## src/hdl/swmv_pkg.sv

```systemverilog
`default_nettype none

package swmv_pkg;

  // Fixed field widths of the register port and of the result word.
  localparam int CFG_W   = 9;
  localparam int COUNT_W = 9;
  localparam int VAR_W   = 31;

  localparam logic [VAR_W-1:0] VAR_MAX = '1;

  typedef enum logic [3:0] {
    ST_IDLE,
    ST_SQUARE,
    ST_UPDATE,
    ST_MUL_N_LOAD,
    ST_MUL_N,
    ST_MUL_S_LOAD,
    ST_MUL_S,
    ST_DIVM_LOAD,
    ST_DIVM,
    ST_DIVV_LOAD,
    ST_DIVV,
    ST_FINISH
  } ctrl_state_e;

  typedef enum logic [3:0] {
    OP_NONE,
    OP_SQUARE,
    OP_UPDATE,
    OP_MUL_N_LOAD,
    OP_MUL_S_LOAD,
    OP_MUL_STEP,
    OP_DIVM_LOAD,
    OP_DIV_STEP,
    OP_DIVV_LOAD,
    OP_FINISH
  } dp_op_e;

  typedef struct packed {
    logic   take;
    dp_op_e op;
  } dp_cmd_t;

  typedef struct packed {
    logic step_last;
    logic var_direct;
  } dp_status_t;

endpackage

`default_nettype wire

```

## src/hdl/swmv_ctrl.sv

```systemverilog
`default_nettype none

module swmv_ctrl (
  input  wire logic                 clk_i,
  input  wire logic                 rst_ni,
  input  wire logic                 in_valid_i,
  output logic                      in_stall_o,
  output logic                      out_valid_o,
  input  wire logic                 out_stall_i,
  input  wire swmv_pkg::dp_status_t status_i,
  output swmv_pkg::dp_cmd_t         cmd_o
);
  import swmv_pkg::*;

  ctrl_state_e state_q, state_d;
  logic        out_valid_q, out_valid_d;
  logic        out_free;

  // The result register can be reloaded once the previous word is gone.
  assign out_free = !out_valid_q || !out_stall_i;

  always_comb begin
    state_d = state_q;
    case (state_q)
      ST_IDLE:       if (in_valid_i) state_d = ST_SQUARE;
      ST_SQUARE:     state_d = ST_UPDATE;
      ST_UPDATE:     state_d = ST_MUL_N_LOAD;
      ST_MUL_N_LOAD: state_d = ST_MUL_N;
      ST_MUL_N:      if (status_i.step_last) state_d = ST_MUL_S_LOAD;
      ST_MUL_S_LOAD: state_d = ST_MUL_S;
      ST_MUL_S:      if (status_i.step_last) state_d = ST_DIVM_LOAD;
      ST_DIVM_LOAD:  state_d = ST_DIVM;
      ST_DIVM:       if (status_i.step_last) state_d = ST_DIVV_LOAD;
      ST_DIVV_LOAD:  state_d = status_i.var_direct ? ST_FINISH : ST_DIVV;
      ST_DIVV:       if (status_i.step_last) state_d = ST_FINISH;
      ST_FINISH:     if (out_free) state_d = ST_IDLE;
      default:       state_d = ST_IDLE;
    endcase
  end

  always_comb begin
    cmd_o.take  = 1'b0;
    cmd_o.op    = OP_NONE;
    out_valid_d = out_valid_q && out_stall_i;
    case (state_q)
      ST_IDLE:       cmd_o.take = in_valid_i;
      ST_SQUARE:     cmd_o.op = OP_SQUARE;
      ST_UPDATE:     cmd_o.op = OP_UPDATE;
      ST_MUL_N_LOAD: cmd_o.op = OP_MUL_N_LOAD;
      ST_MUL_N:      cmd_o.op = OP_MUL_STEP;
      ST_MUL_S_LOAD: cmd_o.op = OP_MUL_S_LOAD;
      ST_MUL_S:      cmd_o.op = OP_MUL_STEP;
      ST_DIVM_LOAD:  cmd_o.op = OP_DIVM_LOAD;
      ST_DIVM:       cmd_o.op = OP_DIV_STEP;
      ST_DIVV_LOAD:  cmd_o.op = OP_DIVV_LOAD;
      ST_DIVV:       cmd_o.op = OP_DIV_STEP;
      ST_FINISH: begin
        if (out_free) begin
          cmd_o.op    = OP_FINISH;
          out_valid_d = 1'b1;
        end
      end
      default: cmd_o.op = OP_NONE;
    endcase
  end

  always_ff @(posedge clk_i or negedge rst_ni) begin
    if (!rst_ni) begin
      state_q     <= ST_IDLE;
      out_valid_q <= 1'b0;
    end else begin
      state_q     <= state_d;
      out_valid_q <= out_valid_d;
    end
  end

  assign in_stall_o  = (state_q != ST_IDLE);
  assign out_valid_o = out_valid_q;

endmodule

`default_nettype wire

```

## config.mk

```make
export PLATFORM = sky130hd
export DESIGN_NAME = swmv_ctrl
export DESIGN_NICKNAME = d
export VERILOG_FILES = /design/src/hdl/swmv_pkg.sv /design/src/hdl/swmv_ctrl.sv
export SDC_FILE = /design/constraint.sdc
export NUM_CORES = 1
export LEC_CHECK = 0
export BUFFER_PORTS_ARGS = -buffer_cell sky130_fd_sc_hd__buf_2
export CORE_AREA = 2 2 39 41
export DETAILED_ROUTE_END_ITERATION = 6
export DIE_AREA = 0 0 41 43
export SETUP_SLACK_MARGIN = 0.1
export SYNTH_ARGS = -nofsm -noshare
export SYNTH_HDL_FRONTEND = slang
export SYNTH_SLANG_ARGS = --single-unit
```

## constraint.sdc

```tcl
create_clock -name clk_i -period 1.7 [get_ports clk_i]
set_clock_uncertainty 0.15 [all_clocks]
set_input_delay 0.255 -clock clk_i [delete_from_list [all_inputs] [get_ports clk_i]]
set_output_delay 0.255 -clock clk_i [all_outputs]
set_load 0.01 [all_outputs]
```

After elaboration in Yosys (flattened, before gate mapping) --
Index checks and enable logic that the tools add are counted.
Storage, ports and cells: input port bits 6, output and inout bits 7, register bits after elaboration 5
Cells by class: reduce and logical (&&, ||, !) cells 9, equality and inequality tests 17, multiplexer cells 13
Operators with widths (count):
- 4-bit one-hot mux with 12 select lines | 1
- 4-bit one-hot mux with 9 select lines | 1
- 4-bit 2-to-1 mux | 7
- 4-bit by 3-bit == test with 1-bit output (second input constant) | 4
- 4-bit == test (second input constant) | 4
- 2-bit != test (second input constant) | 6
- 4-bit by 2-bit == test with 1-bit output (second input constant) | 2
- 6-bit AND reduction | 1
- 4-bit by 1-bit == test with 1-bit output (second input constant) | 1
- 4-bit zero test | 1
- 1-bit 2-to-1 mux | 4
- 4-bit nonzero test | 1
- 2-bit OR reduction | 2
- 1-bit zero test | 2
- 1-bit logical AND | 1
- 1-bit logical OR | 1

Longest topological paths before layout --
Gate-level depths: netlist (run 1).
word-level depth 4, mapped depth 4, depth with buffers taken out 3

Least setup slack after synthesis (run 1) --
OpenSTA, ideal clock, no wires.
path type register to output, start register state_q[3], end output port cmd_o[0] (netlist name), data arrival time 1035 ps, cell stages (with the launch flop) 4, setup slack 260 ps, buffers on the path 1, cell sequence dfrtp_1 > buf_2 > o21a_1 > a211oi_1
RTL lines:
- start, declared | RTL line swmv_ctrl.sv:15 | ctrl_state_e state_q, state_d;
- start signal, assigned | RTL line swmv_ctrl.sv:72 | state_q <= state_d;
- end, declared | RTL line swmv_ctrl.sv:11 | output swmv_pkg::dp_cmd_t cmd_o

==> flow_metrics.py, run 1 <==
metrics = {
    "timing": {
        "report.final.setup_viol": 0,
        "tns_ps": 0,
        "fin_crit_ps": 1610,
        "fmax_mhz": 621,
        "tightest_slew_ps": 255,
        "rsz0062_at_grt": "true",
        "hold_viol_final": 0,
        "fin_crit_sh": 0.946,
        "maxSlewViolCount": 0,
        "slew_headroom": 0.830,
    },
    "power_and_ir_drop": {
        "power.share.clock": 0.160,
        "comb_power_share": 0.538,
        "p_leak_nw": 0.218,
        "total_power_mw": 0.876,
        "switching_power_mw": 0.383,
        "ir_worst_vdd_mv": 0.604,
        "seqPwrFrac": 0.301,
        "powerDensity_mw_per_mm2": 1850,
        "switching_share": 0.437,
        "internal-power_mw": 0.493,
    },
    "hold_path": {
        "holdPathStages": 3,
        "worstHoldEndpoint": "out_valid_o",
        "hp-start": "out_stall_i",
        "min_path_type": "input pin to flip-flop",
    },
    "setup_path": {
        "r2r-end": "state_q[0]",
        "crit_required_ps": 1290,
        "r2r_start": "state_q[3]",
        "max_stage_delay_ps": 460,
        "crit_path_top_delay_cell": "dfrtp_2",
        "endpoint_kind": "output port",
        "crit_arrival_ps": 1200,
        "path_cells": "o21a_1 > a211oi_2 > buf_2",
        "cp-start-kind": "flip-flop",
        "worstSetupPathType": "flip-flop to output port",
        "r2r_slack_ps": 100,
        "cp_max_fo": 8,
        "r2r_cells": 5,
    },
    "logic_synthesis": {
        "yosys.cell_types.count": 18,
        "synth_nets": 43,
        "syn_area_sq_um": 308,
        "synth_area_leaders": "dfrtp_1 (41%), a21oi_1 (6.5%), o21ai_0 (6.5%)",
        "synth_async_sr_flop_share": 1.00,
        "synth_top_cell_area_share": 0.407,
        "yosysSeqAreaShare": 0.407,
        "syn_inst": 37,
        "yosysWarnings": 0,
        "synthFlopType": "dfrtp_1",
        "synth_edf_count": 0,
        "synth_seq_cells": 5,
        "synth.largest_area_cell": "dfrtp_1",
        "synth_area_per_cell_sq_um": 8.32,
    },
    "drt": {
        "drc_errors": 0,
        "highest_layer": "met3",
        "m1WireLength_um": 440,
        "viasPerCell": 4.86,
        "ant_nets": 0,
        "met2_length_um": 364,
        "wl_um": 874,
        "via_count": 360,
        "drt_pass1_iterations": 4,
        "wl_met3_um": 68,
        "wire_per_inst_um": 11.8,
        "drt_iter0_drc": 17,
    },
    "cts": {
        "path_clk_slew_ps": 50,
        "cts_tree": "built",
        "h-tree-depth": 1,
        "clkLatencyLatePin_ps": 240,
        "cts.path.max_buffers": 2,
        "cts_buffers": 3,
        "clock_sinks": 5,
        "cts_root_buffer": "clkbuf_4",
    },
    "cells_and_area": {
        "num_antenna_cells": 0,
        "nNetsFinal": 65,
        "final_cell_mix": "buf_2 (12), buf_4 (5), nand2_1 (4)",
        "nFillCells": 146,
        "drive_gt1_frac": 0.500,
        "fin_util": 0.343,
        "final_common_cell": "buf_2",
        "syn_to_final_growth_pct": 54.1,
    },
    "die": {
        "io-pin-count": 13,
        "core_area_sq_mm": 0.00138,
        "die_width_um": 41,
        "rows": 14,
        "dieArea_sq_mm": 0.00176,
        "initial_core_util": 0.222,
        "die_y_um": 43,
    },
    "placement": {
        "gp_congestion": 0.788,
        "hpwl_um": 598,
        "numPortBuffers": 12,
    },
    "global_routing": {
        "grt_max_degree": 9,
        "grt_pass1_vias": 336,
        "track_usage": 0.124,
        "grt_overflow": 0,
        "antenna_found_initial": 0,
        "grt_pass1_wl_um": 1450,
    },
    "job": {
        "maxCapViolations": 0,
    },
    "status": {
        "run_status": "complete, no violations",
    },
}
cells in the mapped netlist (all sizes together) (2+ instances only):
cell	instances
o22ai	2
dfrtp	5
nand2	5
a211oi	2
inv	2
nor2	3
o21ai	4
a21oi	4
cell families (layout without fill, tap and decap cells):
| family | count (synthesis) | after routing | synth area share |
|---|---|---|---|
| compound gates | 16 | 16 | 0.341 |
| simple gates | 12 | 12 | 0.183 |
| flops | 5 | 5 | 0.407 |
| buf+inv | 3 | 24 | 0.0406 |
| xor+xnor | 1 | 1 | 0.0285 |
worst max-delay path by stage:
stage                    start    endpoint  slack (ps)  cells past startpoint
detailed placement  state_q[3]    cmd_o[3]         220                      3
CTS                 state_q[3]  state_q[0]         100                      5
global route        state_q[3]    cmd_o[3]          30                      3
floorplan           state_q[3]    cmd_o[0]         260                      3
finish              state_q[3]    cmd_o[0]          90                      3
global placement    state_q[3]    cmd_o[3]         250                      3
critical path, delay by kind of cell, from the launching register on:
kind                   cells  cell delay (ps)
DFF                        1              460
buffers and inverters      1              160
AOI/OAI and AO/OA          2              360
stage by stage:
step	hold WS (ps)	instance area (sq um)	worst slack [ps]	instances
CTS	159	463	97.5	73
global placement	-69.7	383	245	64
floorplan	-191	308	260	37
global route	166	474	25.2	74
detailed placement	-67.8	383	224	64
finish	167	474	91.0	74
power by group through the flow:
stage	logic (mW)	registers, mW	clock network [mW]
CTS	0.447	0.256	0.142
floorplan	0.282	0.222	0
global placement	0.379	0.256	0
detailed placement	0.379	0.256	0
finish	0.472	0.264	0.140
global route	0.527	0.273	0.155
registers in the layout, summed over array words and instances, names as in the netlist:
name         cells
state_q          4
out_valid_o      1
layer usage:
metal / vias up / global-route usage
met4: 0 / 0.0600
met1: 160 / 0.189
met3: 0 / 0.0314
met2: 18 / 0.156
met5: - / 0
li1: 182 / -
cell type report:
class,instances,area [sq um],share of cell area
multi-input combinational,29,184,0.388
sequential,5,129,0.272
timing repair buffer,18,108,0.227
clock buffer,4,26.3,0.0554
tap,16,20.0,0.0422
inverter,2,7.51,0.0158
what timing repair did:
item                                    in CTS  in global routing
resized for setup                            7                  3
pin swaps                                    2                  1
gates cloned                                 0                  0
hold buffers                                 1                  0
endpoints found under the setup margin       5                  6
endpoints found under the hold margin        5                  0
setup buffers                                4                  1
Power figures use the tool's default switching activity.
==> run 2: changes to the inputs <==
--- a/config.mk
+++ b/config.mk
@@ -6,9 +6,12 @@
 export NUM_CORES = 1
 export LEC_CHECK = 0
 export BUFFER_PORTS_ARGS = -buffer_cell sky130_fd_sc_hd__buf_2
-export CORE_AREA = 2 2 39 41
+export CELL_PAD_IN_SITES_DETAIL_PLACEMENT = 1
+export CELL_PAD_IN_SITES_GLOBAL_PLACEMENT = 2
+export CORE_AREA = 2 2 41 43
 export DETAILED_ROUTE_END_ITERATION = 6
-export DIE_AREA = 0 0 41 43
+export DIE_AREA = 0 0 43 45
+export PLACE_DENSITY_LB_ADDON = 0.05
 export SETUP_SLACK_MARGIN = 0.1
 export SYNTH_ARGS = -nofsm -noshare
 export SYNTH_HDL_FRONTEND = slang
==> flow_metrics.py, run 2 (synthesized netlist as in run 1, its figures left out) <==
metrics = {
    "hold_path": {
        "min_path_type": "input pin to flip-flop",
        "holdPathStages": 3,
    },
    "timing": {
        "fin_crit_sh": 0.946,
        "fin_crit_ps": 1610,
        "rsz0062_at_grt": "true",
        "tns_ps": 0,
        "fmax_mhz": 622,
        "hold_viol_final": 0,
        "slew_headroom": 0.808,
        "report.final.setup_viol": 0,
        "maxSlewViolCount": 0,
        "tightest_slew_ps": 287,
    },
    "drt": {
        "highest_layer": "met4",
        "via_count": 373,
        "drt_iter0_drc": 4,
        "m1WireLength_um": 478,
        "wire_per_inst_um": 13.9,
        "met2_length_um": 509,
        "ant_nets": 0,
        "wl_um": 1060,
        "viasPerCell": 4.91,
        "drt_pass1_iterations": 2,
        "wl_met3_um": 44,
        "drc_errors": 0,
    },
    "global_routing": {
        "grt_pass1_vias": 370,
        "grt_pass1_wl_um": 1700,
        "grt_overflow": 0,
        "antenna_found_initial": 0,
        "track_usage": 0.123,
        "grt_max_degree": 9,
    },
    "setup_path": {
        "path_cells": "nand2_2 > a21oi_2 > a211oi_2 > buf_2",
        "cp.depth": 4,
        "endpoint_kind": "output port",
        "cp-start-kind": "flip-flop",
        "critPathBufInv": 1,
        "crit_arrival_ps": 1200,
        "cp_top_family": "flip-flops",
        "worstSetupPathType": "flip-flop to output port",
        "crit_path_top_delay_cell": "dfrtp_2",
        "max_stage_delay_ps": 450,
        "r2r_cells": 4,
        "crit_required_ps": 1290,
        "cp_max_fo": 6,
    },
    "cells_and_area": {
        "largest-register": "state_q",
        "nNetsFinal": 67,
        "syn_to_final_growth_pct": 58.9,
        "fin_cells": 76,
        "num_antenna_cells": 0,
        "drive_gt1_frac": 0.517,
        "final_cell_mix": "buf_2 (12), buf_4 (7), nand2_1 (4), o21ai_0 (4)",
        "nFillCells": 193,
        "largest_register_ffs": 4,
        "final_common_cell": "buf_2",
    },
    "cts": {
        "clock_sinks": 5,
        "cts_buffers": 3,
        "cts.path.max_buffers": 2,
        "cts_root_buffer": "clkbuf_4",
        "h-tree-depth": 1,
        "cts_tree": "built",
        "clkLatencyLatePin_ps": 250,
        "path_clk_slew_ps": 50,
    },
    "job": {
        "maxCapViolations": 0,
    },
    "power_and_ir_drop": {
        "p_leak_nw": 0.228,
        "total_power_mw": 0.914,
        "ir_worst_vdd_mv": 0.550,
        "powerDensity_mw_per_mm2": 1870,
    },
    "placement": {
        "dp.cells": 64,
        "gp_congestion": 0.701,
        "numPortBuffers": 12,
        "hpwl_um": 740,
    },
    "die": {
        "die_width_um": 43,
        "initial_core_util": 0.209,
        "rows": 14,
        "dieArea_sq_mm": 0.00194,
        "core_area_sq_mm": 0.00147,
        "die_y_um": 45,
        "io-pin-count": 13,
    },
    "status": {
        "run_status": "complete, no violations",
    },
}
## run 2: power by group
group	switching, mW	internal, mW
logic	0.260	0.246
clock network	0.0562	0.0892
registers	0.0890	0.172
total	0.406	0.508
## run 2: repair_timing
item / CTS / global route
resized for setup: 6 / 4
hold endpoints to repair: 5 / 0
hold buffers: 1 / 0
buffers inserted: 6 / 1
pin swaps: 1 / 2
endpoints found under the setup margin: 5 / 5
## run 2: layout make-up
class                      instances  area [sq um]  area share
inverter                           2          7.51      0.0153
clock buffer                       4          26.3      0.0537
tap                               16          20.0      0.0409
timing repair buffer              20           123       0.251
multi-input combinational         29           184       0.376
sequential                         5           129       0.263
## run 2: stage by stage
stage               setup WS, ps  utilization  area (sq um)  hold slack, ps
floorplan                    260            -           308            -191
global placement             218        0.260           383           -79.5
detailed placement           123        0.260           383           -73.8
CTS                         53.2        0.320           470             143
global route                20.0        0.332           489             212
finish                      92.3        0.332           489             163
## run 2: worst register-to-register path: stages (launching register included)
cell,delay [ps]
dfrtp_2,440
buf_4,160
or3_1,370
a21oi_1,180
a2111oi_2,80
## run 2: final timing paths
check | end | from | slack (ps)
hold reg to reg | state_q[1] | state_q[2] | 450
max in group asynchronous | state_q[2] | rst_ni | 1060
min in group asynchronous | state_q[0] | rst_ni | 200
setup / recovery | cmd_o[0] | state_q[0] | 90
setup reg to reg | state_q[0] | state_q[3] | 200
hold / removal | out_valid_o | out_stall_i | 160
## run 2: metal layers
metal / track usage / vias to the layer above
li1: - / 186
met1: 0.153 / 175
met2: 0.188 / 9
met3: 0.0160 / 3
met4: 0.109 / 0
met5: 0 / -
==> run 3: changes to the inputs <==
--- a/config.mk
+++ b/config.mk
@@ -11,7 +11,8 @@
 export CORE_AREA = 2 2 41 43
 export DETAILED_ROUTE_END_ITERATION = 6
 export DIE_AREA = 0 0 43 45
-export PLACE_DENSITY_LB_ADDON = 0.05
+export PLACE_DENSITY_LB_ADDON = 0.1
+export REMOVE_ABC_BUFFERS = 1
 export SETUP_SLACK_MARGIN = 0.1
 export SYNTH_ARGS = -nofsm -noshare
 export SYNTH_HDL_FRONTEND = slang
==> flow_metrics.py, run 3 (synthesized netlist as in run 1, its figures left out) <==
metrics = {
    "drt": {
        "ant_nets": 0,
        "drc_errors": 0,
        "via_count": 383,
        "viasPerCell": 5.18,
        "drt_iter0_drc": 3,
        "wire_per_inst_um": 14.3,
        "drt_pass1_iterations": 4,
        "wl_um": 1060,
    },
    "placement": {
        "numPortBuffers": 12,
        "hpwl_um": 731,
        "dp_slack_ps": 154,
        "gp_congestion": 0.796,
        "dp.cells": 64,
        "placed_area_sq_um": 383,
    },
    "timing": {
        "tns_ps": 0,
        "report.final.setup_viol": 0,
        "fmax_mhz": 625,
        "rsz0062_at_grt": "true",
        "slew_headroom": 0.820,
        "fin_crit_sh": 0.941,
        "worst_slack_ps": 99.9,
        "hold_viol_final": 0,
        "tightest_slew_ps": 270,
        "maxSlewViolCount": 0,
        "fin_crit_ps": 1600,
    },
    "status": {
        "run_status": "complete, no violations",
    },
    "cells_and_area": {
        "nNetsFinal": 65,
        "num_antenna_cells": 0,
        "largest-register": "state_q",
        "fin_cells": 74,
        "drive_gt1_frac": 0.552,
        "syn_to_final_growth_pct": 58.1,
        "fin_util": 0.331,
        "final_cell_mix": "buf_2 (13), nand2_1 (4), buf_4 (4), dfrtp_2 (4)",
        "final_common_cell": "buf_2",
        "largest_register_ffs": 4,
        "design_area_sq_um": 487,
    },
    "cts": {
        "clkLatencyLatePin_ps": 240,
        "cts_buffers": 3,
        "cts_tree": "built",
        "clock_sinks": 5,
        "cts_root_buffer": "clkbuf_4",
        "h-tree-depth": 1,
        "path_clk_slew_ps": 50,
        "cts.path.max_buffers": 2,
    },
    "power_and_ir_drop": {
        "ir_worst_vdd_mv": 0.709,
        "p_leak_nw": 0.228,
        "powerDensity_mw_per_mm2": 1870,
    },
    "die": {
        "initial_core_util": 0.209,
        "io-pin-count": 13,
        "dieArea_sq_mm": 0.00194,
        "die_y_um": 45,
        "rows": 14,
        "core_area_sq_mm": 0.00147,
        "die_width_um": 43,
    },
    "setup_path": {
        "worstSetupPathType": "flip-flop to output port",
        "endpoint_kind": "output port",
        "cp-start-kind": "flip-flop",
        "crit_required_ps": 1290,
        "crit_arrival_ps": 1200,
        "r2r-end": "state_q[0]",
        "r2r_slack_ps": 170,
        "r2r_start": "state_q[3]",
        "cp_max_fo": 7,
        "r2r_cells": 4,
    },
    "job": {
        "maxCapViolations": 0,
    },
    "global_routing": {
        "antenna_found_initial": 0,
        "grt_overflow": 0,
        "track_usage": 0.128,
        "grt_max_degree": 8,
        "grt_pass1_vias": 394,
        "grt_pass1_wl_um": 1750,
    },
    "hold_path": {
        "min_path_type": "input pin to async pin",
    },
}
[run 3: cell types whose count changed in the layout (fill, tap and decap cells not counted), sizes merged]
cell  change
buf       -2
[run 3: worst max-delay path by stage]
stage          endpoint       start  slack, ps
2_1_floorplan  cmd_o[0]  state_q[3]        300
4_1_cts        cmd_o[0]  state_q[0]         90
5_1_grt        cmd_o[2]  state_q[2]         30
3_5_place_dp   cmd_o[3]  state_q[3]        150
6_report       cmd_o[4]  state_q[3]        100
3_3_place_gp   cmd_o[3]  state_q[3]        200
[run 3: power by group]
part / internal (mW) / switching [mW]
combinational: 0.240 / 0.258
clock: 0.0887 / 0.0471
sequential: 0.175 / 0.102
total: 0.504 / 0.407
[run 3: worst max-delay path, stage by stage (launching register included)]
cell	delay [ps]
dfrtp_2	460
nor2_2	180
and3_1	180
buf_2	130
[run 3: timing repair]
action	CTS	global route
hold buffers	1	0
gates resized for setup	7	6
setup buffers	5	0
pin swaps	2	2
hold endpoints to repair	5	0
endpoints found under the setup margin	5	5
[run 3: through the flow]
| stage | hold slack [ps] | power, mW |
|---|---|---|
| 6_report | 206 | 0.910 |
| 5_1_grt | 196 | 0.996 |
| 4_1_cts | 204 | 0.873 |
| 3_5_place_dp | -74.5 | 0.651 |
| 3_3_place_gp | -73.7 | 0.647 |
| 2_1_floorplan | -191 | 0.500 |
[run 3: cell type report]
type / instances / area (sq um)
Fill cell: 199 / 985
Multi-Input combinational cell: 29 / 198
Sequential cell: 5 / 130
Timing Repair Buffer: 18 / 105
Clock buffer: 4 / 26.3
Tap cell: 16 / 20.0
Inverter: 2 / 7.51
[run 3: layer usage]
metal | share of wire | vias up | global-route usage
li1 | - | 179 | -
met1 | 0.35 | 190 | 0.124
met2 | 0.57 | 12 | 0.233
met3 | 0.066 | 2 | 0.0640
met4 | 0.0076 | 0 | 0.0485
met5 | 0 | - | 0
